**config.mk**
```make
export PLATFORM = sky130hd
export DESIGN_NAME = dpdr_ctrl
export DESIGN_NICKNAME = d
export VERILOG_FILES = /design/src/hdl/dpdr_pkg.sv /design/src/hdl/dpdr_ctrl.sv
export SDC_FILE = /design/constraint.sdc
export NUM_CORES = 1
export LEC_CHECK = 0
export ABC_AREA = 1
export BUFFER_PORTS_ARGS = -buffer_cell sky130_fd_sc_hd__clkbuf_2
export CELL_PAD_IN_SITES_DETAIL_PLACEMENT = 1
export CELL_PAD_IN_SITES_GLOBAL_PLACEMENT = 1
export CORE_UTILIZATION = 34
export DETAILED_ROUTE_END_ITERATION = 10
export PLACE_DENSITY = 0.75
export RECOVER_POWER = 25
export SLEW_MARGIN = 20
export SYNTH_ARGS = -nofsm -noshare
export SYNTH_HDL_FRONTEND = slang
export SYNTH_SLANG_ARGS = --single-unit
```
**constraint.sdc**
```tcl
create_clock -name clock -period 2.3 [get_ports clock]
set_input_delay 0.345 -clock clock [delete_from_list [all_inputs] [get_ports clock]]
set_output_delay 0.345 -clock clock [all_outputs]
set_load 0.02 [all_outputs]
```
**src/hdl/dpdr_pkg.sv**
```systemverilog
// Package for the dual-loop differential drive controller: widths, constants,
// item and configuration types, and the controller/datapath command types.
// No dependencies.
`timescale 1ns / 1ps

package dpdr_pkg;

   localparam int RAMP_STEPS  = 10;
   localparam int RAMP_W      = $clog2(RAMP_STEPS + 1);

   localparam int POS_W       = 24;
   localparam int GAIN_W      = 16;
   localparam int DRIVE_W     = 16;
   localparam int TIME_W      = 16;
   localparam int ERR_W       = POS_W + 1;
   localparam int DIFF_W      = POS_W + 2;
   localparam int INTEG_W     = 40;
   localparam int MUL_A_W     = INTEG_W;
   localparam int PROD_W      = MUL_A_W + GAIN_W;
   localparam int ACC_W       = PROD_W + 2;
   localparam int Q_FRAC      = 8;
   localparam int Q_BIAS      = 2 ** Q_FRAC - 1;
   localparam int PWR_W       = ACC_W - Q_FRAC;
   localparam int CLAMP_W     = 21;
   localparam int SUM_W       = 27;
   localparam int MAG_W       = 26;
   localparam int RECIP_SHIFT = 28;
   localparam int RECIP_MUL   = (2 ** RECIP_SHIFT) / RAMP_STEPS;
   localparam int RPROD_W     = RECIP_SHIFT + MAG_W;

   localparam int CSR_IDX_W   = 3;
   localparam int CSR_DATA_W  = 24;

   localparam logic signed [GAIN_W-1:0] MIN_DRIVE_RESET = GAIN_W'(10);

   typedef struct packed {
      logic                    restart;
      logic signed [POS_W-1:0] left_position;
      logic signed [POS_W-1:0] right_position;
   } req_item_type;

   typedef struct packed {
      logic signed [DRIVE_W-1:0] left_drive;
      logic signed [DRIVE_W-1:0] right_drive;
      logic                      done_res;
   } rsp_item_type;

   typedef struct packed {
      logic signed [POS_W-1:0]  target_ticks;
      logic signed [GAIN_W-1:0] kp_distance;
      logic signed [GAIN_W-1:0] kd_distance;
      logic signed [GAIN_W-1:0] kp_balance;
      logic signed [GAIN_W-1:0] ki_balance;
      logic signed [GAIN_W-1:0] kd_balance;
      logic signed [GAIN_W-1:0] min_drive;
      logic [TIME_W-1:0]        timeout_periods;
   } cfg_type;

   typedef enum logic [CSR_IDX_W-1:0] {
      CSR_TARGET_TICKS    = 3'd0,
      CSR_KP_DISTANCE     = 3'd1,
      CSR_KD_DISTANCE     = 3'd2,
      CSR_KP_BALANCE      = 3'd3,
      CSR_KI_BALANCE      = 3'd4,
      CSR_KD_BALANCE      = 3'd5,
      CSR_MIN_DRIVE       = 3'd6,
      CSR_TIMEOUT_PERIODS = 3'd7
   } csr_index_type;

   typedef enum logic [2:0] {
      MUL_ED,
      MUL_DD,
      MUL_EB,
      MUL_INT,
      MUL_DB
   } mul_sel_type;

   typedef struct packed {
      logic        load;
      logic        step;
      logic        mul_en;
      mul_sel_type mul_sel;
      logic        scale;
      logic        ramp;
      logic        recip;
      logic        fix;
      logic        publish;
      logic        publish_done;
   } dp_cmd_type;

   typedef struct packed {
      logic expired;
   } dp_status_type;

endpackage

```
**src/hdl/dpdr_ctrl.sv**
```systemverilog
// Sequencing state machine for the drive controller: accepts an item, runs the
// error phase, then product, scaling and division unless timed out, hands off.
// Depends on dpdr_pkg.
`timescale 1ns / 1ps

module dpdr_ctrl (
   input  logic                     clock,
   input  logic                     reset,
   input  logic                     req_valid,
   output logic                     req_stall,
   output logic                     rsp_valid,
   input  logic                     rsp_stall,
   input  dpdr_pkg::dp_status_type  status,
   output dpdr_pkg::dp_cmd_type     cmd
);

   typedef enum logic [3:0] {
      S_IDLE,
      S_ERR,
      S_MUL,
      S_DRAIN,
      S_SCALE,
      S_RAMP,
      S_RECIP,
      S_FIX,
      S_PUT
   } state_type;

   state_type             state_ff;
   dpdr_pkg::mul_sel_type mul_sel_ff;
   logic                  rsp_valid_ff;
   logic                  expired_ff;
   logic                  slot_free;

   assign slot_free = !rsp_valid_ff || !rsp_stall;

   always_comb begin
      cmd              = '0;
      cmd.mul_sel      = mul_sel_ff;
      cmd.publish_done = expired_ff;
      unique case (state_ff)
         S_IDLE:  cmd.load    = req_valid;
         S_ERR:   cmd.step    = !status.expired;
         S_MUL:   cmd.mul_en  = 1'b1;
         S_DRAIN: cmd.mul_en  = 1'b0;
         S_SCALE: cmd.scale   = 1'b1;
         S_RAMP:  cmd.ramp    = 1'b1;
         S_RECIP: cmd.recip   = 1'b1;
         S_FIX:   cmd.fix     = 1'b1;
         S_PUT:   cmd.publish = slot_free;
         default: cmd.load    = 1'b0;
      endcase
   end

   always_ff @(posedge clock) begin
      if (reset) begin
         state_ff     <= S_IDLE;
         mul_sel_ff   <= dpdr_pkg::MUL_ED;
         rsp_valid_ff <= 1'b0;
         expired_ff   <= 1'b0;
      end else begin
         if (cmd.publish) begin
            rsp_valid_ff <= 1'b1;
         end else if (!rsp_stall) begin
            rsp_valid_ff <= 1'b0;
         end
         unique case (state_ff)
            S_IDLE: begin
               if (req_valid) begin
                  state_ff <= S_ERR;
               end
            end
            S_ERR: begin
               expired_ff <= status.expired;
               mul_sel_ff <= dpdr_pkg::MUL_ED;
               state_ff   <= status.expired ? S_PUT : S_MUL;
            end
            S_MUL: begin
               unique case (mul_sel_ff)
                  dpdr_pkg::MUL_ED:  mul_sel_ff <= dpdr_pkg::MUL_DD;
                  dpdr_pkg::MUL_DD:  mul_sel_ff <= dpdr_pkg::MUL_EB;
                  dpdr_pkg::MUL_EB:  mul_sel_ff <= dpdr_pkg::MUL_INT;
                  dpdr_pkg::MUL_INT: mul_sel_ff <= dpdr_pkg::MUL_DB;
                  default:           mul_sel_ff <= dpdr_pkg::MUL_ED;
               endcase
               if (mul_sel_ff == dpdr_pkg::MUL_DB) begin
                  state_ff <= S_DRAIN;
               end
            end
            S_DRAIN: state_ff <= S_SCALE;
            S_SCALE: state_ff <= S_RAMP;
            S_RAMP:  state_ff <= S_RECIP;
            S_RECIP: state_ff <= S_FIX;
            S_FIX:   state_ff <= S_PUT;
            S_PUT: begin
               if (slot_free) begin
                  state_ff <= S_IDLE;
               end
            end
            default: state_ff <= S_IDLE;
         endcase
      end
   end

   assign req_stall = (state_ff != S_IDLE);
   assign rsp_valid = rsp_valid_ff;

   a_accept_to_err: assert property (@(posedge clock) disable iff (reset)
      (req_valid && !req_stall) |=> (state_ff == S_ERR))
      else $error("accepted item did not enter error phase");

   a_expired_short: assert property (@(posedge clock) disable iff (reset)
      (state_ff == S_ERR && status.expired) |=> (state_ff == S_PUT && expired_ff))
      else $error("expired tick did not go straight to hand-off");

   a_no_overwrite: assert property (@(posedge clock) disable iff (reset)
      (rsp_valid_ff && rsp_stall) |-> !cmd.publish)
      else $error("result published over a waiting item");

endmodule

```
**Yosys cells after proc, flatten, opt, wreduce, memory -nomap -nowiden**

Index checks and enable logic that the tools add are counted.

- Register bits after elaboration: 9
- Input bits: 5
- Output and inout bits: 14
- Logic and storage cells: 46

- Eq/ne operators: 16
- Mux-type cells: 17
- Reduce and logical (&&, ||, !) cells: 9

Operators with widths:

| kind | number |
|---|---|
| $pmux W4 S9 | 1 |
| $eq A4 B3 Y1 const B | 4 |
| $mux W4 | 4 |
| $pmux W3 S4 | 1 |
| $mux W1 | 10 |
| $eq A4 B2 Y1 const B | 2 |
| $eq A3 B2 Y1 const B | 2 |
| $ne A2 B2 Y1 const B | 3 |
| $pmux W3 S2 | 1 |
| $eq A4 B1 Y1 const B | 1 |
| $eq A4 B4 Y1 const B | 1 |
| $logic_not A4 Y1 | 1 |
| $reduce_bool A4 Y1 | 1 |
| $eq A3 B1 Y1 const B | 1 |
| $eq A3 B3 Y1 const B | 1 |
| $logic_not A1 Y1 | 3 |
| $logic_not A3 Y1 | 1 |
| $reduce_and A3 Y1 | 1 |
| $ne A2 B1 Y1 const B | 1 |
| $reduce_bool A2 Y1 | 1 |
| $logic_or A1 B1 Y1 | 1 |

**Longest topological paths before layout**

Gate-level depths: netlist of run 1.

- Depth in word-level cells: 4
- Mapped depth: 6
- Gate-level depth less buffers: 6

**Worst setup path before layout of run 1**

OpenSTA, ideal clock, no wires.

- Path kind: register to output
- From: register state_ff[1]
- To: output port cmd[11] (netlist bit)
- Data arrival time: 1100 ps
- Required time: 1955 ps
- Slack: 855 ps
- Stages on the path, launching flop included: 4
- Path buffers: 0
- Cell sequence: dfxtp_1 -> nor2_1 -> nand2_1 -> nor2_1

RTL lines:

| item | RTL line | source |
|---|---|---|
| start: declaration | dpdr_ctrl.sv:29 | `state_type state_ff;` |
| start signal: assignment | dpdr_ctrl.sv:76 | `state_ff <= status.expired ? S_PUT : S_MUL;` |
| end: declaration | dpdr_ctrl.sv:14 | `output dpdr_pkg::dp_cmd_type cmd` |

==> metrics, run 1 <==
vertical die dimension=41.97 um; Max-Slew Margin vs Limit=0.7743; power density relative to cell area=823.2 nW/um^2; via/cell ratio=5.061; P_leak=0.0003115 uW; number of placed I/O pins=19; slowest cell on the critical path=sky130_fd_sc_hd__dfxtp_1; post-route non-filler standard cell count=115; multi-input logic area=302.8 um^2; buffer count from post-CTS setup fixing=0; die area=1761 um^2; largest buffer count on any clock path=2; ordered cell list for the critical path=nor2_2 -> nand4_1 -> inv_1 -> clkbuf_2; largest net degree at the start of global routing=10; DR iter-0 viols=11; wire length per cell after detailed routing=12.71 um; most frequent cells in the layout=sky130_fd_sc_hd__nand2_1, sky130_fd_sc_hd__clkbuf_2, sky130_fd_sc_hd__inv_1, sky130_fd_sc_hd__nor2_1, sky130_fd_sc_hd__dfxtp_1; FILL cells=221; remaining global-route overflow=0; combined area of all synthesized cells=543.0 um^2; Yosys warning total=0; final weighted congestion of routability-driven global placement=0.7585; Die Width=41.97 um; Critical Path End Type=primary output; area grow syn2layout=22.58%; nets=105; number of resized instances in the post-cts repair step=0; hold depth=3; Worst Path Required=1.96 ns; Setup Crit Path Kind=register to primary output; TritonCTS clock tree=yes; slew at the pin closest to its max-slew limit=0.3381 ns; clock buffers created by TritonCTS=3; Cell variety after synth=20; max-slew violations=0; final-layout setup total negative slack=0 ns; starting density of the core=0.3605; vias in the first global route=601; Synth area leader=sky130_fd_sc_hd__dfxtp_1; path category of the worst min-delay check=input port to register; worst clock skew on the final layout=0.007329 ns; count of buffers inserted at the top-level ports=18; initial antenna violation count=0; Register Area=180.2 um^2; clock latency on the worst-skew pair=0.27 ns; depth of the CTS H-tree=1; sum of net half-perimeters after detailed placement=1.174 mm; number of rows in the core area=14; RSZ-0062 raised after global routing=no; synthesized instance count=79; number of hold-repair buffers added at the cts stage=0; GRT Util Overall=0.1987; final count of hold timing violations=0; root buffer cell=sky130_fd_sc_hd__clkbuf_4; max capacitance violation total=0; antenna fix cells=0; maximum frequency from static timing analysis=0.6013 GHz; Mean Syn Cell Area=6.874 um^2; total routed wirelength=1.462 mm; DR vias=582; Post-Route Hold Slack=0.3379 ns; clock transition at the registers of the reported paths=0.07 ns; share of the synthesized area in the top cell type=0.3318; share of post-route cells with drive strength above 1=0.3232; global-route wire length before repair=2.587 mm; number of remaining DRC errors=0; outcome=completed; dominant cells by area after synthesis=sky130_fd_sc_hd__dfxtp_1, sky130_fd_sc_hd__nand2_1, sky130_fd_sc_hd__inv_1; crit path launch type=register; Post-DRT Antenna Nets=0; detailed-routing iteration count for the pre-antenna-repair pass=5; total clock sinks=9; FF+latch count, synth=9; final cycle utilization of the critical path=0.7230; Setup-failing EPs final=0; syn_nets=84; sequential-to-total area share from yosys stat=0.3318; stage delay of the slowest cell on the critical path=0.33 ns; number of placed cells counting well taps=111; Reg2Reg Depth=4; clock period minus worst slack=1.663 ns; endpoint arrival time on the critical path=1.32 ns; area inside the core boundary=1506 um^2; final core utilization=0.4419; crit-path max FO=8; maximum vdd ir drop=0.0003840 V
where the power goes:
group | internal (uW) | leakage (uW) | switching, uW
sequential | 174 | 0.0000731 | 28.7
combinational | 68.7 | 0.000223 | 149
clock | 67.0 | 0.0000150 | 60.1
cells in the mapped netlist:
cell and n:
sky130_fd_sc_hd__a21oi_2 4, sky130_fd_sc_hd__nor3_1 1, sky130_fd_sc_hd__nor2_4 1, sky130_fd_sc_hd__nand4_1 2, sky130_fd_sc_hd__inv_1 11, sky130_fd_sc_hd__buf_4 1, sky130_fd_sc_hd__nor3_2 2, sky130_fd_sc_hd__dfxtp_1 9
sky130_fd_sc_hd__o21ai_0 1, sky130_fd_sc_hd__nand2_1 16, sky130_fd_sc_hd__inv_2 2, sky130_fd_sc_hd__a21oi_1 4, sky130_fd_sc_hd__nand3_2 2, sky130_fd_sc_hd__nand3_1 8, sky130_fd_sc_hd__buf_1 1, sky130_fd_sc_hd__o2bb2ai_1 1
sky130_fd_sc_hd__nor2_1 9, sky130_fd_sc_hd__nand2_4 1, sky130_fd_sc_hd__nand3b_1 1, sky130_fd_sc_hd__nor2_2 2
per-layer routing:
layer | GRT usage | part of all wire
met4 | 0.09677 | 0.018
met3 | 0.03913 | 0.048
met5 | 0 | 0
met2 | 0.3281 | 0.47
met1 | 0.2446 | 0.46
critical path: cells and delay by family (launching register included):
kind,cells,cell delay [ns]
simple gates,2,0.47
flops,1,0.33
buf+inv,2,0.25
state kept, by name, summed over array words and instances, names as in the netlist:
name,cells
expired_ff,1
rsp_valid,1
mul_sel_ff,3
state_ff,4
final timing paths:
kind                             startpoint  slack (ns)       endpoint
worst min register to register   expired_ff        0.47     expired_ff
worst max-delay path            state_ff[3]        0.64        cmd[10]
worst max register to register  state_ff[1]        1.10  mul_sel_ff[1]
worst min-delay path              rsp_stall        0.34      rsp_valid
stage by stage:
| stage | area, um^2 | worst slack (ns) | total power, uW |
|---|---|---|---|
| 6_report | 665.6 | 0.6371 | 547.9 |
| 5_1_grt | 665.6 | 0.5270 | 585.3 |
| 4_1_cts | 668.1 | 0.6108 | 555.3 |
| 3_5_place_dp | 641.9 | 0.9161 | 428.4 |
| 3_3_place_gp | 641.9 | 0.9607 | 420.0 |
| 2_1_floorplan | 543.0 | 0.8546 | 367.2 |
cells by family (layout without fill, tap and decap cells):
logic type,count (synthesis),after routing,synth area share
and+or+nand+nor,45,45,0.4309
AOI/OAI and AO/OA,10,10,0.1267
DFF,9,9,0.3318
buffers and inverters,15,35,0.1106
cell type report:
cell class / count / share of cell area
clock buffers: 4 / 0.03947
inverters: 13 / 0.07331
multi-input cells: 55 / 0.4549
flip-flops and latches: 9 / 0.2707
well taps: 16 / 0.03008
repair buffers: 18 / 0.1316
(Power assumes the default switching activity.)
==> run 2, diff against run 1 <==
Settings changed: CORE_UTILIZATION 34 to 32, PLACE_DENSITY 0.75 to 0.71.
Clock period 2.3 ns to 1.64 ns, I/O delays scaled along.
==> run 2 against run 1 <==
Compared with the run above: power increased by 40%; sequential share of layout area down 0.051 points; clock-buffer cell count unchanged; critical path depth unchanged; clock power increased by 42%; combinational power grew 39%; clock skew decreased by 0.0054 ns; sequential power increased by 40%; critical endpoint unchanged; largest power group unchanged.
==> metrics, run 2 (synthesis results as in run 1) <==
remaining global-route overflow=0 (unchanged); outcome=completed; share of post-route cells with drive strength above 1=0.3232 (unchanged); most common cell after layout, fill and taps aside=sky130_fd_sc_hd__nand2_1; vertical die dimension=43.20 um (+2.9%); global-route wire length before repair=2.332 mm (-9.9%); crit path launch type=register; via/cell ratio=4.948 (-2.2%); sum of net half-perimeters after detailed placement=1.046 mm (-11%); nets=105 (unchanged); max-slew violations=0 (unchanged); Worst Path Required=1.39 ns (-0.57 ns); count of buffers inserted at the top-level ports=18 (unchanged); number of placed I/O pins=19 (unchanged); power density relative to cell area=1148 nW/um^2 (+40%); Post-DRT Antenna Nets=0 (unchanged); Critical Path End Type=primary output; sequential fraction of design power=0.372 (+0.002); Max-Slew Margin vs Limit=0.7655 (-0.008810); clock transition at the registers of the reported paths=0.07 ns (about the same); vias in the first global route=542 (-9.8%); total routed wirelength=1.310 mm (-10%); path category of the worst min-delay check=input port to register; DR iter-0 viols=7 (-4); depth of the CTS H-tree=1 (unchanged); maximum frequency from static timing analysis=0.6482 GHz; die area=1866 um^2 (+5.9%); final cycle utilization of the critical path=0.9407; final core utilization=0.4326 (-0.009230); clock period minus worst slack=1.543 ns; clock buffers created by TritonCTS=3 (unchanged); crit-path max FO=8 (unchanged); detailed-routing iteration count for the pre-antenna-repair pass=4 (-1); antenna fix cells=0 (unchanged); Clk network pwr share=0.235 (+0.003); Reg2Reg Depth=4 (unchanged); endpoint arrival time on the critical path=1.30 ns (-0.02 ns); GRT Util Overall=0.1719 (-0.02686); combinational group share of total power=0.394 (-0.003); hold depth=3 (unchanged); Setup Crit Path Kind=register to primary output; largest buffer count on any clock path=2 (unchanged); P_leak=0.0003086 uW (-0.93%); Psw=328.9 uW (+38%); register with the most flip-flops=state_ff; number of hold-repair buffers added at the cts stage=0 (unchanged); slew at the pin closest to its max-slew limit=0.3513 ns (+0.01320 ns); Regs by FF count=state_ff: 4 flops, mul_sel_ff: 3 flops; number of rows in the core area=14 (unchanged); largest net degree at the start of global routing=10 (unchanged); share of total power consumed by net switching=0.4294 (-0.004661); final-layout setup total negative slack=0 ns (unchanged); buffer count from post-CTS setup fixing=0 (unchanged); most frequent cells in the layout=sky130_fd_sc_hd__nand2_1, sky130_fd_sc_hd__clkbuf_2, sky130_fd_sc_hd__inv_1, sky130_fd_sc_hd__dfxtp_1; DR vias=569 (-2.2%); final count of hold timing violations=0 (unchanged); total clock sinks=9 (unchanged); starting density of the core=0.3523 (-0.008192); maximum vdd ir drop=0.0005361 V (+40%); number of remaining DRC errors=0 (unchanged); clock latency on the worst-skew pair=0.27 ns (about the same); Setup-failing EPs final=0 (unchanged); worst clock skew on the final layout=0.001908 ns (-0.005421 ns); max reg flops=4 (unchanged); wire length per cell after detailed routing=11.39 um (-10%); TritonCTS clock tree=yes; RSZ-0062 raised after global routing=no; final weighted congestion of routability-driven global placement=0.7250 (-4.4%); area grow syn2layout=22.81%; internal power component=437.0 uW (+41%); Die Width=43.20 um (+2.9%); number of resized instances in the post-cts repair step=0 (unchanged); initial antenna violation count=0 (unchanged); area inside the core boundary=1541 um^2 (+2.3%); root buffer cell=sky130_fd_sc_hd__clkbuf_4; setup slack, reg-to-reg=0.45 ns (-0.65 ns); max capacitance violation total=0 (unchanged)
## run 2: power groups by stage
| stage | clock network, uW | registers [uW] | logic, uW |
|---|---|---|---|
| 2_1_floorplan | 0 | 287 | 228 |
| 3_3_place_gp | 0 | 286 | 303 |
| 3_5_place_dp | 0 | 287 | 305 |
| 4_1_cts | 188 | 283 | 306 |
| 5_1_grt | 200 | 290 | 339 |
| 6_report | 180 | 285 | 302 |
## run 2: metal layers
layer  wire length, um  track usage  vias up
li1                  -            -      295
met2               593       0.2627       17
met1               624       0.2145      255
met3                77      0.05106        2
met4                14      0.09091        0
met5                 0            0        -
## run 2: worst paths after layout
kind | startpoint | end
min reg2reg | expired_ff | expired_ff
max | state_ff[3] | cmd[10]
max reg2reg | state_ff[1] | mul_sel_ff[2]
min | rsp_stall | rsp_valid
## run 2: metrics by stage
| stage | power (uW) | setup slack [ns] | instances | area [um^2] | hold WS, ns |
|---|---|---|---|---|---|
| after global placement | 588.6 | 0.4113 | 111 | 641.9 | 0.4517 |
| final | 765.9 | 0.09725 | 115 | 666.9 | 0.2372 |
| after detailed placement | 592.6 | 0.3880 | 111 | 641.9 | 0.4626 |
| after global routing | 828.5 | 0.00009337 | 115 | 666.9 | 0.2532 |
| after CTS | 776.3 | 0.09503 | 115 | 668.1 | 0.2344 |
| after floorplan | 515.0 | 0.2936 | 79 | 543.0 | 0.4168 |
## run 2: cell type report
type	count	area, um^2
multi-input combinational	55	305.3
clock buffer	4	26.28
fill	223	874.6
inverter	13	48.80
timing repair buffer	18	86.33
sequential	9	180.2
tap	16	20.02
## run 2: critical path, stage by stage, from the launching register on
cell,delay (ns)
sky130_fd_sc_hd__dfxtp_1,0.33
sky130_fd_sc_hd__nor2_2,0.29
sky130_fd_sc_hd__nand4_1,0.17
sky130_fd_sc_hd__inv_1,0.08
sky130_fd_sc_hd__clkbuf_2,0.16
