File: src/hdl/dpdr_pkg.sv
// Package for the dual-loop differential drive controller: widths, constants,
// item and configuration types, and the controller/datapath command types.
// No dependencies.
`timescale 1ns / 1ps

package dpdr_pkg;

   localparam int RAMP_STEPS  = 10;
   localparam int RAMP_W      = $clog2(RAMP_STEPS + 1);

   localparam int POS_W       = 24;
   localparam int GAIN_W      = 16;
   localparam int DRIVE_W     = 16;
   localparam int TIME_W      = 16;
   localparam int ERR_W       = POS_W + 1;
   localparam int DIFF_W      = POS_W + 2;
   localparam int INTEG_W     = 40;
   localparam int MUL_A_W     = INTEG_W;
   localparam int PROD_W      = MUL_A_W + GAIN_W;
   localparam int ACC_W       = PROD_W + 2;
   localparam int Q_FRAC      = 8;
   localparam int Q_BIAS      = 2 ** Q_FRAC - 1;
   localparam int PWR_W       = ACC_W - Q_FRAC;
   localparam int CLAMP_W     = 21;
   localparam int SUM_W       = 27;
   localparam int MAG_W       = 26;
   localparam int RECIP_SHIFT = 28;
   localparam int RECIP_MUL   = (2 ** RECIP_SHIFT) / RAMP_STEPS;
   localparam int RPROD_W     = RECIP_SHIFT + MAG_W;

   localparam int CSR_IDX_W   = 3;
   localparam int CSR_DATA_W  = 24;

   localparam logic signed [GAIN_W-1:0] MIN_DRIVE_RESET = GAIN_W'(10);

   typedef struct packed {
      logic                    restart;
      logic signed [POS_W-1:0] left_position;
      logic signed [POS_W-1:0] right_position;
   } req_item_type;

   typedef struct packed {
      logic signed [DRIVE_W-1:0] left_drive;
      logic signed [DRIVE_W-1:0] right_drive;
      logic                      done_res;
   } rsp_item_type;

   typedef struct packed {
      logic signed [POS_W-1:0]  target_ticks;
      logic signed [GAIN_W-1:0] kp_distance;
      logic signed [GAIN_W-1:0] kd_distance;
      logic signed [GAIN_W-1:0] kp_balance;
      logic signed [GAIN_W-1:0] ki_balance;
      logic signed [GAIN_W-1:0] kd_balance;
      logic signed [GAIN_W-1:0] min_drive;
      logic [TIME_W-1:0]        timeout_periods;
   } cfg_type;

   typedef enum logic [CSR_IDX_W-1:0] {
      CSR_TARGET_TICKS    = 3'd0,
      CSR_KP_DISTANCE     = 3'd1,
      CSR_KD_DISTANCE     = 3'd2,
      CSR_KP_BALANCE      = 3'd3,
      CSR_KI_BALANCE      = 3'd4,
      CSR_KD_BALANCE      = 3'd5,
      CSR_MIN_DRIVE       = 3'd6,
      CSR_TIMEOUT_PERIODS = 3'd7
   } csr_index_type;

   typedef enum logic [2:0] {
      MUL_ED,
      MUL_DD,
      MUL_EB,
      MUL_INT,
      MUL_DB
   } mul_sel_type;

   typedef struct packed {
      logic        load;
      logic        step;
      logic        mul_en;
      mul_sel_type mul_sel;
      logic        scale;
      logic        ramp;
      logic        recip;
      logic        fix;
      logic        publish;
      logic        publish_done;
   } dp_cmd_type;

   typedef struct packed {
      logic expired;
   } dp_status_type;

endpackage

File: src/hdl/dpdr_csr.sv
// Configuration register file for the drive controller.
// Depends on dpdr_pkg.
`timescale 1ns / 1ps

module dpdr_csr (
   input  logic                             clock,
   input  logic                             reset,
   input  logic                             csr_write_en,
   input  logic [dpdr_pkg::CSR_IDX_W-1:0]   csr_index,
   input  logic [dpdr_pkg::CSR_DATA_W-1:0]  csr_wdata,
   output dpdr_pkg::cfg_type                cfg
);

   dpdr_pkg::cfg_type cfg_ff;

   function automatic dpdr_pkg::cfg_type reset_cfg();
      dpdr_pkg::cfg_type c;
      c           = '0;
      c.min_drive = dpdr_pkg::MIN_DRIVE_RESET;
      return c;
   endfunction

   always_ff @(posedge clock) begin
      if (reset) begin
         cfg_ff <= reset_cfg();
      end else if (csr_write_en) begin
         unique case (dpdr_pkg::csr_index_type'(csr_index))
            dpdr_pkg::CSR_TARGET_TICKS: begin
               cfg_ff.target_ticks <= csr_wdata[dpdr_pkg::POS_W-1:0];
            end
            dpdr_pkg::CSR_KP_DISTANCE: begin
               cfg_ff.kp_distance <= csr_wdata[dpdr_pkg::GAIN_W-1:0];
            end
            dpdr_pkg::CSR_KD_DISTANCE: begin
               cfg_ff.kd_distance <= csr_wdata[dpdr_pkg::GAIN_W-1:0];
            end
            dpdr_pkg::CSR_KP_BALANCE: begin
               cfg_ff.kp_balance <= csr_wdata[dpdr_pkg::GAIN_W-1:0];
            end
            dpdr_pkg::CSR_KI_BALANCE: begin
               cfg_ff.ki_balance <= csr_wdata[dpdr_pkg::GAIN_W-1:0];
            end
            dpdr_pkg::CSR_KD_BALANCE: begin
               cfg_ff.kd_balance <= csr_wdata[dpdr_pkg::GAIN_W-1:0];
            end
            dpdr_pkg::CSR_MIN_DRIVE: begin
               cfg_ff.min_drive <= csr_wdata[dpdr_pkg::GAIN_W-1:0];
            end
            dpdr_pkg::CSR_TIMEOUT_PERIODS: begin
               cfg_ff.timeout_periods <= csr_wdata[dpdr_pkg::TIME_W-1:0];
            end
            default: begin
               cfg_ff <= cfg_ff;
            end
         endcase
      end
   end

   assign cfg = cfg_ff;

endmodule

File: config.mk
export PLATFORM = sky130hd
export DESIGN_NAME = dpdr_csr
export DESIGN_NICKNAME = d
export VERILOG_FILES = /design/src/hdl/dpdr_pkg.sv /design/src/hdl/dpdr_csr.sv
export SDC_FILE = /design/constraint.sdc
export NUM_CORES = 1
export LEC_CHECK = 0
export BUFFER_PORTS_ARGS = -buffer_cell sky130_fd_sc_hd__buf_2
export CAP_MARGIN = 20
export CORE_MARGIN = 5
export CORE_UTILIZATION = 25
export DETAILED_ROUTE_END_ITERATION = 10
export PLACE_DENSITY_LB_ADDON = 0.25
export RECOVER_POWER = 50
export SKIP_CTS_REPAIR_TIMING = 1
export SYNTH_ARGS = -nofsm -noshare
export SYNTH_HDL_FRONTEND = slang
export SYNTH_SLANG_ARGS = --single-unit
File: constraint.sdc
create_clock -name clock -period 3.3 [get_ports clock]
set_input_delay 0 -clock clock [delete_from_list [all_inputs] [get_ports clock]]
set_output_delay 0 -clock clock [all_outputs]
set_load 0.05 [all_outputs]
== Word level (Yosys, flattened, before mapping) ==
Index checks and enable logic that the tools add are counted.

* Divide/modulo/power cells: 0
* Reductions and logical operators: 9
* Add/sub/neg operators: 0
* $mul: 0
* Order comparisons: 0
* Shift operators: 0
* Muxes and demuxes: 0
* Bitwise logic cells: 0
* Equality and inequality tests: 7

{| class="wikitable"
|+ Operators with widths
! cell !! count
|-
| 2-bit AND reduction || 8
|-
| 3-bit == test, second input constant || 4
|-
| 3-bit by 2-bit == test with 1-bit output, second input constant || 2
|-
| 3-bit by 1-bit == test with 1-bit output, second input constant || 1
|-
| 3-bit logical NOT || 1
|}

* Bits in writable memories: 0
* Latch bits: 0
* Flip-flop bits (word level): 136
* Memories: 0
* Bits in read-only memories: 0

== Depth between registers and ports, before layout ==
Gate-level depths: netlist of the first run.

* Depth after elaboration: 2
* Gate-level depth with buffers: 6

== Worst setup path before layout of the first run ==
OpenSTA, ideal clock, no wires.

* Kind: input port to flip-flop
* Start point: input csr_index[1] (netlist bit)
* End point: register cfg_ff (netlist bit cfg[113])
* Buffers on the path: 2
* Data arrival time: 1.010 ns
* Stages: 4
* Slack: 2.218 ns
* Cell sequence: buf_4 -> nor4b_4 -> buf_6 -> mux2i_1

* Cells in the longest elaborated chain, start to end: 2

{| class="wikitable"
|+ Ends and longest elaborated chain
! what !! line !! text
|-
| start: declaration || dpdr_csr.sv:9 || <nowiki>input logic [dpdr_pkg::CSR_IDX_W-1:0] csr_index,</nowiki>
|-
| 3-bit logical NOT || dpdr_csr.sv:27 || <nowiki>unique case (dpdr_pkg::csr_index_type'(csr_index))</nowiki>
|-
| 2-bit AND reduction (no source line) || - ||
|-
| end signal: assignment || dpdr_csr.sv:25 || <nowiki>cfg_ff <= reset_cfg();</nowiki>
|-
| end signal: assignment || dpdr_csr.sv:53 || <nowiki>cfg_ff <= cfg_ff;</nowiki>
|-
| end: declaration || dpdr_csr.sv:14 || <nowiki>dpdr_pkg::cfg_type cfg_ff;</nowiki>
|}

Every way passes these cells.
A chain may end at the register's enable or synchronous reset.

==> results of run 1 <==
==> power by group through the flow <==
stage               clock network, mW  registers (mW)  logic [mW]
global placement                    0            1.74       0.369
detailed placement                  0            1.74       0.375
finish                           1.79            1.70       0.369
CTS                              1.85            1.70       0.376
floorplan                           0            1.86       0.146
global route                     1.92            1.70       0.393
==> cell families after synthesis <==
family | share of synthesized area
AND/OR/NAND/NOR | 0.2079
multiplexers | 0.2497
flip-flops | 0.4993
buffers and inverters | 0.04314
==> per-stage QoR <==
stage / setup slack, ns / cell area [sq um] / utilization / hold WS [ns] / std cells
6_report: 1.489 / 6969 / 0.3223 / 0.04934 / 938
5_1_grt: 1.176 / 6969 / 0.3223 / 0.09625 / 938
4_1_cts: 1.959 / 7012 / 0.3243 / -0.1749 / 927
3_5_place_dp: 1.512 / 6462 / 0.2989 / 0.2684 / 898
3_3_place_gp: 1.610 / 6462 / 0.2989 / 0.2632 / 898
2_1_floorplan: 2.218 / 5453 / - / 0.1553 / 495
==> layer usage <==
layer / up-vias / share of wire / track usage / wire length [um]
met5: - / 0 / 0 / 0
met4: 0 / 0.016 / 0.04506 / 277
met3: 19 / 0.065 / 0.03718 / 1102
met2: 130 / 0.46 / 0.2156 / 7803
met1: 1891 / 0.46 / 0.1797 / 7737
li1: 1927 / - / - / -
==> cell type report <==
cell class	instances	area, sq um	share of cell area
Sequential cell	136	2723	0.3907
Clock inverter	3	40.04	0.005745
Tap cell	280	350.3	0.05027
Timing Repair Buffer	184	860.8	0.1235
Multi-Input combinational cell	309	2486	0.3567
Clock buffer	26	509.2	0.07307
==> cells in the final DEF, fill, tap and decap left out, types with 2 or more instances in the layout <==
cell type	instances
nand2b_1	158
mux2i_1	136
dfxtp_1	136
clkbuf_1	114
buf_2	55
clkbuf_16	17
dlygate4sd3_1	10
buf_4	7
clkbuf_8	5
nor2_1	4
nand4bb_1	3
nand4b_1	3
clkinv_2	2
==> critical path: cells and delay by family <==
family | cells | cell delay [ns]
AND/OR/NAND/NOR | 1 | 0.41
buffers and inverters | 2 | 1.45
multiplexers | 1 | 0.15
==> path summary, 6_finish.rpt <==
check | end | cells past startpoint | slack (ns) | start
setup / recovery | cfg[117] | 4 | 1.49 | reset
hold / removal | cfg[52] | 3 | 0.05 | csr_wdata[4]
setup reg to reg | cfg[36] | 2 | 2.61 | cfg[36]
hold reg to reg | cfg[118] | 2 | 0.48 | cfg[118]
==> out/results.ini, run 1 <==
[clock_tree]
path_clk_slew_ns = 0.05
cts_tree = built
clock_latency_ns = 0.40
clock_sinks = 136
cts_buffers = 17
cts_buffer_depth = 2
root_buffer = clkbuf_16
htree_levels = 4

[final_layout]
largest_reg_flops = 136
drive_gt1_frac = 0.1398
antenna_cells = 0
layout.nets = 678
n_fill_cell = 2307
syn2layout_area_growth_pct = 27.81

[floorplanning]
dieArea_sq_um = 24860
io_pins = 166
fp.dieW_um = 157.7
rows = 54
die_h_um = 157.7
core_area_sq_um = 21620
start_util = 0.2522

[synth]
synth_top_area_frac = 0.4993
yosysWarnings = 0
synth_nets = 525
yosysMostFrequentCell = nand2b_1
syn_area_sq_um = 5453
avgSynthCellArea_sq_um = 11.02
synthArstFlopShare = 0
synth-seq-area-share = 0.4993
synth_top_area_cell = dfxtp_1
yosys_register_bits = 136
synth_edf_count = 0
synth_flop_cell = dfxtp_1
synth_cell_types = 16
syn_inst = 495
synth_area_leaders = dfxtp_1 50%, mux2i_1 25%, nand2b_1 18%
ys_top_cells_by_count = 158 x nand2b_1, 136 x dfxtp_1, 136 x mux2i_1

[routing]
first_iter_violations = 108
route.vias.total = 3967
viasPerCell = 4.229
firstDrtPassIters = 4
post_drt_wl_per_cell_um = 18.04
detail-route-antenna-nets = 0
drt_wl_total_um = 16920
drc = 0

[worst_setup_path]
crit_chain = clkbuf_2, buf_4, nand2b_1, mux2i_1
crit_slowest_cell = clkbuf_2
critPathKind = input pin to flop
startpoint_type = input pin
cp_max_fo = 94
worst_setup_path_end_kind = flop
slowest_delay_ns = 1.00
required_ns = 3.54
arrival_ns = 2.05

[place]
gp_congestion = 0.7156
place_hpwl_um = 11870
placement.io_buffers = 165

[job]
maxCapViolCount = 0

[power]
power_mw = 3.859
comb_power_share = 0.096
cellLeakagePower_nw = 3.221
vdd_drop_max_v = 0.0002952
p_sw_frac = 0.2450
power_switching_uw = 945.6
p_int_mw = 2.914
pwr-share-seq = 0.441
power_density_nw_per_um2 = 553.8
power.share.clock = 0.464

[grt]
grt_pass1_vias = 4179
grt_usage = 0.1361
antenna_found_initial = 0
grt-ovfl-total = 0
grt_pass1_wl_um = 25060
grt_start_max_net_pins = 95

[sta]
final.period_utilization = 0.5488
fmax_mhz = 552.2
hold_viol_final = 0
final_max_slew_viol_count = 0
rsz0062_at_grt = no
tightest_slew_ns = 1.396
skew_ns = 0
setup_violations = 0
period_needed_ns = 1.811
fin_tns_setup_ns = 0
slew_headroom = 0.06917

[outcome]
status = finished, final reports clean

[hold_path]
min_path_type = input pin to flop

Power figures use the tool's default switching activity.
==> run 2: changes to the inputs <==
Settings changed: ABC_AREA set to 1.
Clock period 3.3 ns to 1.85 ns, I/O delays scaled along.
==> run 2 against run 1 <==
Net effect: clock power is 99% higher; sequential share of layout area is 0.77 points lower; critical endpoint is now cfg[19]; hold slack better by 0.081 ns; clock skew stayed put.
==> out/results.ini, run 2 <==
[outcome]
status = finished, final reports clean  ; unchanged

[grt]
antenna_found_initial = 2  ; was 0
grt_pass1_vias = 4940  ; was 4179
grt_start_max_net_pins = 49  ; was 95
grt-ovfl-total = 0  ; unchanged
grt_pass1_wl_um = 29480  ; was 25060 um
grt_usage = 0.1582  ; was 0.1361

[synth]
syn_inst = 776  ; was 495
ys_top_cells_by_count = 271 x nor2_1, 158 x nand2_1, 136 x dfxtp_1  ; was 158 x nand2b_1, 136 x dfxtp_1, 136 x mux2i_1
synth_top_area_frac = 0.4978  ; was 0.4993
synth_area_leaders = dfxtp_1 50%, nor2_1 19%, nand3_1 11%  ; was dfxtp_1 50%, mux2i_1 25%, nand2b_1 18%
yosys_register_bits = 136  ; unchanged
yosysWarnings = 0  ; unchanged
synth_top_area_cell = dfxtp_1  ; unchanged
synth_flop_cell = dfxtp_1  ; unchanged
synthArstFlopShare = 0  ; unchanged
synth_cell_types = 14  ; was 16
avgSynthCellArea_sq_um = 7.048  ; was 11.02 sq um
synth-seq-area-share = 0.4978  ; was 0.4993
synth_nets = 806  ; was 525
syn_area_sq_um = 5469  ; was 5453 sq um
synth_edf_count = 0  ; unchanged
yosysMostFrequentCell = nor2_1  ; was nand2b_1

[worst_setup_path]
slowest_delay_ns = 0.48  ; was 1.00 ns
cp_max_fo = 2  ; was 94
crit_chain = clkbuf_1  ; was clkbuf_2, buf_4, nand2b_1, mux2i_1
rr_worst_depth = 2  ; unchanged
critPathKind = flop to output port  ; was input pin to flop
worst_setup_path_end_kind = output port  ; was flop
crit_slowest_cell = clkbuf_1  ; was clkbuf_2
cpLargestDelayFamily = buffers and inverters  ; unchanged
timing.critical_path.buf_inv = 1  ; was 2
startpoint_type = flop  ; was input pin
crit_cells = 1  ; was 4
required_ns = 1.85  ; was 3.54 ns
arrival_ns = 1.26  ; was 2.05 ns

[clock_tree]
path_clk_slew_ns = 0.06  ; was 0.05 ns
clock_latency_ns = 0.42  ; was 0.40 ns
cts_buffers = 17  ; unchanged
cts_buffer_depth = 2  ; unchanged
cts_tree = built  ; unchanged
clock_sinks = 136  ; unchanged
htree_levels = 4  ; unchanged
root_buffer = clkbuf_16  ; unchanged

[floorplanning]
start_util = 0.2522  ; about the same
die_h_um = 157.9  ; was 157.7 um
core_area_sq_um = 21690  ; was 21620 sq um
io_pins = 166  ; unchanged
fp.dieW_um = 157.9  ; was 157.7 um
rows = 54  ; unchanged
dieArea_sq_um = 24930  ; was 24860 sq um

[routing]
drt_wl_total_um = 19560  ; was 16920 um
detail-route-antenna-nets = 0  ; unchanged
post_drt_wl_per_cell_um = 15.93  ; was 18.04 um
drc = 0  ; unchanged
viasPerCell = 4.284  ; was 4.229
route.vias.total = 5261  ; was 3967
firstDrtPassIters = 5  ; was 4
first_iter_violations = 261  ; was 108

[sta]
fin_tns_setup_ns = 0  ; unchanged
final.period_utilization = 0.6798
hold_viol_final = 0  ; unchanged
slew_headroom = 0.2928  ; was 0.06917
skew_ns = 0  ; unchanged
tightest_slew_ns = 1.060  ; was 1.396 ns
layout_setup_ws_ns = 0.5924  ; was 1.489 ns
setup_violations = 0  ; unchanged
rsz0062_at_grt = no  ; unchanged
period_needed_ns = 1.258
final_max_slew_viol_count = 0  ; unchanged
fmax_mhz = 795.1

[power]
power_density_nw_per_um2 = 1082  ; was 553.8 nW/um^2
cellLeakagePower_nw = 3.155  ; was 3.221 nW
power_mw = 7.694  ; was 3.859 mW
vdd_drop_max_v = 0.0005536  ; was 0.0002952 V

[final_layout]
largest_reg_flops = 136  ; unchanged
syn2layout_area_growth_pct = 29.99  ; was 27.81%
final_cell_mix = 268 x nor2_1, 158 x nand2_1, 136 x dfxtp_1  ; was 158 x nand2b_1, 136 x mux2i_1, 136 x dfxtp_1
mostFrequentLayoutCell = nor2_1  ; was nand2b_1
utilization = 0.3278  ; was 0.3223
antenna_cells = 0  ; unchanged
drive_gt1_frac = 0.1498  ; was 0.1398
layout.nets = 965  ; was 678

[hold_path]
hold_depth = 5  ; was 3
min_path_type = input pin to flop  ; unchanged

[place]
placement.io_buffers = 165  ; unchanged
place_ws_ns = 0.6071  ; was 1.512 ns
place_hpwl_um = 12490  ; was 11870 um
gp_congestion = 0.7173  ; was 0.7156

[job]
maxCapViolCount = 0  ; unchanged

## run 2: cell types whose count changed in the layout (fill, tap and decap cells not counted), sizes merged, moves of 32 or more
cell,previous run,this run
nor2,4,280
mux2i,136,0
clkbuf,137,105
nand2b,158,0
nand2,0,161
nand3,0,120
## run 2: cell families (layout without fill, tap and decap cells)
| kind of cell | Yosys count | count (layout) | synth area share |
|---|---|---|---|
| flops | 136 | 136 | 0.4978 |
| buf+inv | 79 | 251 | 0.07413 |
| simple gates | 561 | 561 | 0.4281 |
## run 2: metrics by stage
step / hold WS [ns] / std cells / instance area (sq um)
CTS: -0.2047 / 1217 / 7108
global route: 0.1558 / 1228 / 7109
floorplan: 0.1261 / 776 / 5469
detailed placement: 0.2486 / 1185 / 6499
global placement: 0.2430 / 1185 / 6499
finish: 0.1306 / 1228 / 7109
## run 2: worst paths after layout
check | startpoint | endpoint | slack (ns)
worst max-delay path | cfg[19] | cfg[19] | 0.59
worst min-delay path | csr_wdata[0] | cfg[0] | 0.13
worst max register to register | cfg[70] | cfg[70] | 1.23
worst min register to register | cfg[17] | cfg[17] | 0.46
## run 2: report_power, final
part           total, mW  leakage (nW)  internal [mW]  switching (mW)
Sequential          3.09          1.11           3.03          0.0561
Clock               3.57         0.290           2.20            1.37
Combinational       1.04          1.76          0.236           0.801
## run 2: cell type report
| type | count | area (sq um) |
|---|---|---|
| clock inverter | 10 | 145.1 |
| sequential | 136 | 2723 |
| fill | 2430 | 14580 |
| clock buffer | 22 | 464.2 |
| inverter | 31 | 118.9 |
| multi-input combinational | 561 | 2349 |
| tap | 280 | 350.3 |
| timing repair buffer | 188 | 959.7 |
## run 2: per-layer routing
layer	wire length [um]	global-route usage	vias up
li1	-	-	2715
met1	9318	0.2108	2394
met2	8754	0.2469	131
met3	1322	0.05467	17
met4	141	0.03851	4
met5	26	0	-
==> run 3: changes to the inputs <==
Clock period 1.85 ns to 1.1 ns, I/O delays scaled along.
==> run 3 against run 2 <==
Net effect: flip-flop and latch count unchanged; clock power increased by 87%; wire length increased by 0.84%; via count increased by 0.70%; power increased by 79%; setup slack got worse by 0.56 ns; sequential power increased by 68%; core utilization increased by 2.2 points; sequential share of layout area decreased by 2.4 points; combinational power increased by 81%; register-to-register slack got worse by 0.74 ns; clock skew unchanged; critical endpoint is now cfg[119].
==> out/results.ini, run 3 (synthesis gave the netlist of run 2 again) <==
[sta]
hold_viol_final = 0  ; unchanged
setup_violations = 0  ; unchanged
rsz0062_at_grt = no  ; unchanged
tightest_slew_ns = 0.6001  ; was 1.060 ns
skew_ns = 0  ; unchanged
slew_headroom = 0.6000  ; was 0.2928
final_max_slew_viol_count = 0  ; unchanged
fin_tns_setup_ns = 0  ; unchanged
period_needed_ns = 1.070
fmax_mhz = 934.7
final.period_utilization = 0.9726

[final_layout]
layout.nets = 991  ; was 965
largest_reg_flops = 136  ; unchanged
utilization = 0.3494  ; was 0.3278
instances_no_fill = 1254  ; was 1228
mostFrequentLayoutCell = nor2_1  ; unchanged
ff_latch_area_sq_um = 2723  ; unchanged
syn2layout_area_growth_pct = 38.55  ; was 29.99%
n_fill_cell = 2359  ; was 2430
drive_gt1_frac = 0.2598  ; was 0.1498
multiInputGateArea_sq_um = 2351  ; was 2349 sq um
final_cell_mix = 268 x nor2_1, 159 x nand2_1, 155 x buf_2  ; was 268 x nor2_1, 158 x nand2_1, 136 x dfxtp_1
antenna_cells = 0  ; unchanged

[clock_tree]
clock_sinks = 136  ; unchanged
cts_tree = built  ; unchanged
clock_latency_ns = 0.41  ; was 0.42 ns
cts_buffer_depth = 2  ; unchanged
path_clk_slew_ns = 0.06  ; about the same
root_buffer = clkbuf_16  ; unchanged
cts_buffers = 17  ; unchanged
htree_levels = 4  ; unchanged

[worst_setup_path]
r2r-start = cfg[119]  ; was cfg[70]
worst_setup_path_end_kind = output port  ; unchanged
critPathKind = flop to output port  ; unchanged
required_ns = 1.10  ; was 1.85 ns
crit_chain = buf_2  ; was clkbuf_1
rr_worst_depth = 2  ; unchanged
startpoint_type = flop  ; unchanged
reg2reg_to = cfg[119]  ; was cfg[70]
cpLargestDelayFamily = flip-flops  ; was buffers and inverters
timing.critical_path.buf_inv = 1  ; unchanged
crit_slowest_cell = dfxtp_1  ; was clkbuf_1
slowest_delay_ns = 0.37  ; was 0.48 ns
r2r_slack_ns = 0.49  ; was 1.23 ns
arrival_ns = 1.07  ; was 1.26 ns
cp_max_fo = 2  ; unchanged

[routing]
viasPerCell = 4.225  ; was 4.284
drt_wl_total_um = 19730  ; was 19560 um
drc = 0  ; unchanged
first_iter_violations = 304  ; was 261
route.vias.total = 5298  ; was 5261
detail-route-antenna-nets = 0  ; unchanged
firstDrtPassIters = 4  ; was 5
post_drt_wl_per_cell_um = 15.73  ; was 15.93 um

[power]
power_mw = 13.74  ; was 7.694 mW
power_density_nw_per_um2 = 1814  ; was 1082 nW/um^2
cellLeakagePower_nw = 3.673  ; was 3.155 nW
vdd_drop_max_v = 0.0009066  ; was 0.0005536 V

[floorplanning]
io_pins = 166  ; unchanged
fp.dieW_um = 157.9  ; unchanged
die_h_um = 157.9  ; unchanged
core_area_sq_um = 21690  ; unchanged
rows = 54  ; unchanged
dieArea_sq_um = 24930  ; unchanged
start_util = 0.2522  ; unchanged

[outcome]
status = finished, final reports clean  ; unchanged

[grt]
grt_start_max_net_pins = 49  ; unchanged
grt_pass1_wl_um = 29640  ; was 29480 um
grt-ovfl-total = 0  ; unchanged
grt_usage = 0.1588  ; was 0.1582
grt_pass1_vias = 4922  ; was 4940
antenna_found_initial = 0  ; was 2

[place]
placement.io_buffers = 165  ; unchanged
dp_cells = 1212  ; was 1185
gp_congestion = 0.7311  ; was 0.7173
place_hpwl_um = 12970  ; was 12490 um

[hold_path]
whs_endpoint = cfg[19]  ; was cfg[0]
hold_depth = 4  ; was 5
min_path_type = input pin to flop  ; unchanged
min_from = reset  ; was csr_wdata[0]

[job]
maxCapViolCount = 0  ; unchanged

[run 3: cell count changes in the layout (fill, tap and decap cells not counted), moves of 3 or more]
cell,change
buf_12,+7
clkbuf_2,+5
buf_2,+73
bufinv_16,+3
clkinv_4,-3
inv_6,+3
buf_4,+13
clkbuf_1,-85
clkbuf_4,+11
[run 3: area by class of cell]
| class | count | share of cell area |
|---|---|---|
| Sequential cell | 136 | 0.3593 |
| Multi-Input combinational cell | 561 | 0.3103 |
| Timing Repair Buffer | 214 | 0.1785 |
| Clock buffer | 18 | 0.05796 |
| Tap cell | 280 | 0.04624 |
| Clock inverter | 14 | 0.03203 |
| Inverter | 31 | 0.01569 |
[run 3: how the worst max path moves through the flow]
| stage | from | endpoint | slack (ns) | depth (start not counted) |
|---|---|---|---|---|
| final | cfg[119] | cfg[119] | 0.03 | 1 |
| after global routing | cfg[119] | cfg[119] | 0.002 | 1 |
| after CTS | cfg[119] | cfg[119] | 0.01 | 1 |
| after detailed placement | csr_index[1] | cfg[0] | 0.14 | 7 |
| after global placement | csr_index[1] | cfg[0] | 0.14 | 7 |
| after floorplan | cfg[0] | cfg[0] | 0.24 | 2 |
[run 3: power by group]
part	internal, mW	switching [mW]	leakage (nW)
Sequential	5.10	0.0902	1.11
Clock	4.34	2.34	0.324
Combinational	0.509	1.37	2.24
[run 3: worst reg2reg max path: stages, from the launching register on]
cell and delay (ns):
dfxtp_1 0.33, nor2_1 0.11, nor2_1 0.06
[run 3: metal layers]
metal  part of all wire  routed length, um  vias up  track usage
li1                   -                  -     2761            -
met1               0.47               9191     2380       0.2193
met3              0.076               1502       15      0.04866
met4              0.010                203        0      0.04383
met5                  0                  0        -            0
met2               0.45               8830      142       0.2404
[run 3: per-stage QoR]
step | cell area, sq um | hold slack [ns] | worst slack, ns
floorplan | 5469 | 0.1261 | 0.2418
global placement | 6877 | 0.2339 | 0.1447
detailed placement | 6877 | 0.2423 | 0.1406
CTS | 7559 | -0.2059 | 0.01048
global route | 7577 | 0.05369 | 0.001986
finish | 7577 | 0.06691 | 0.03015
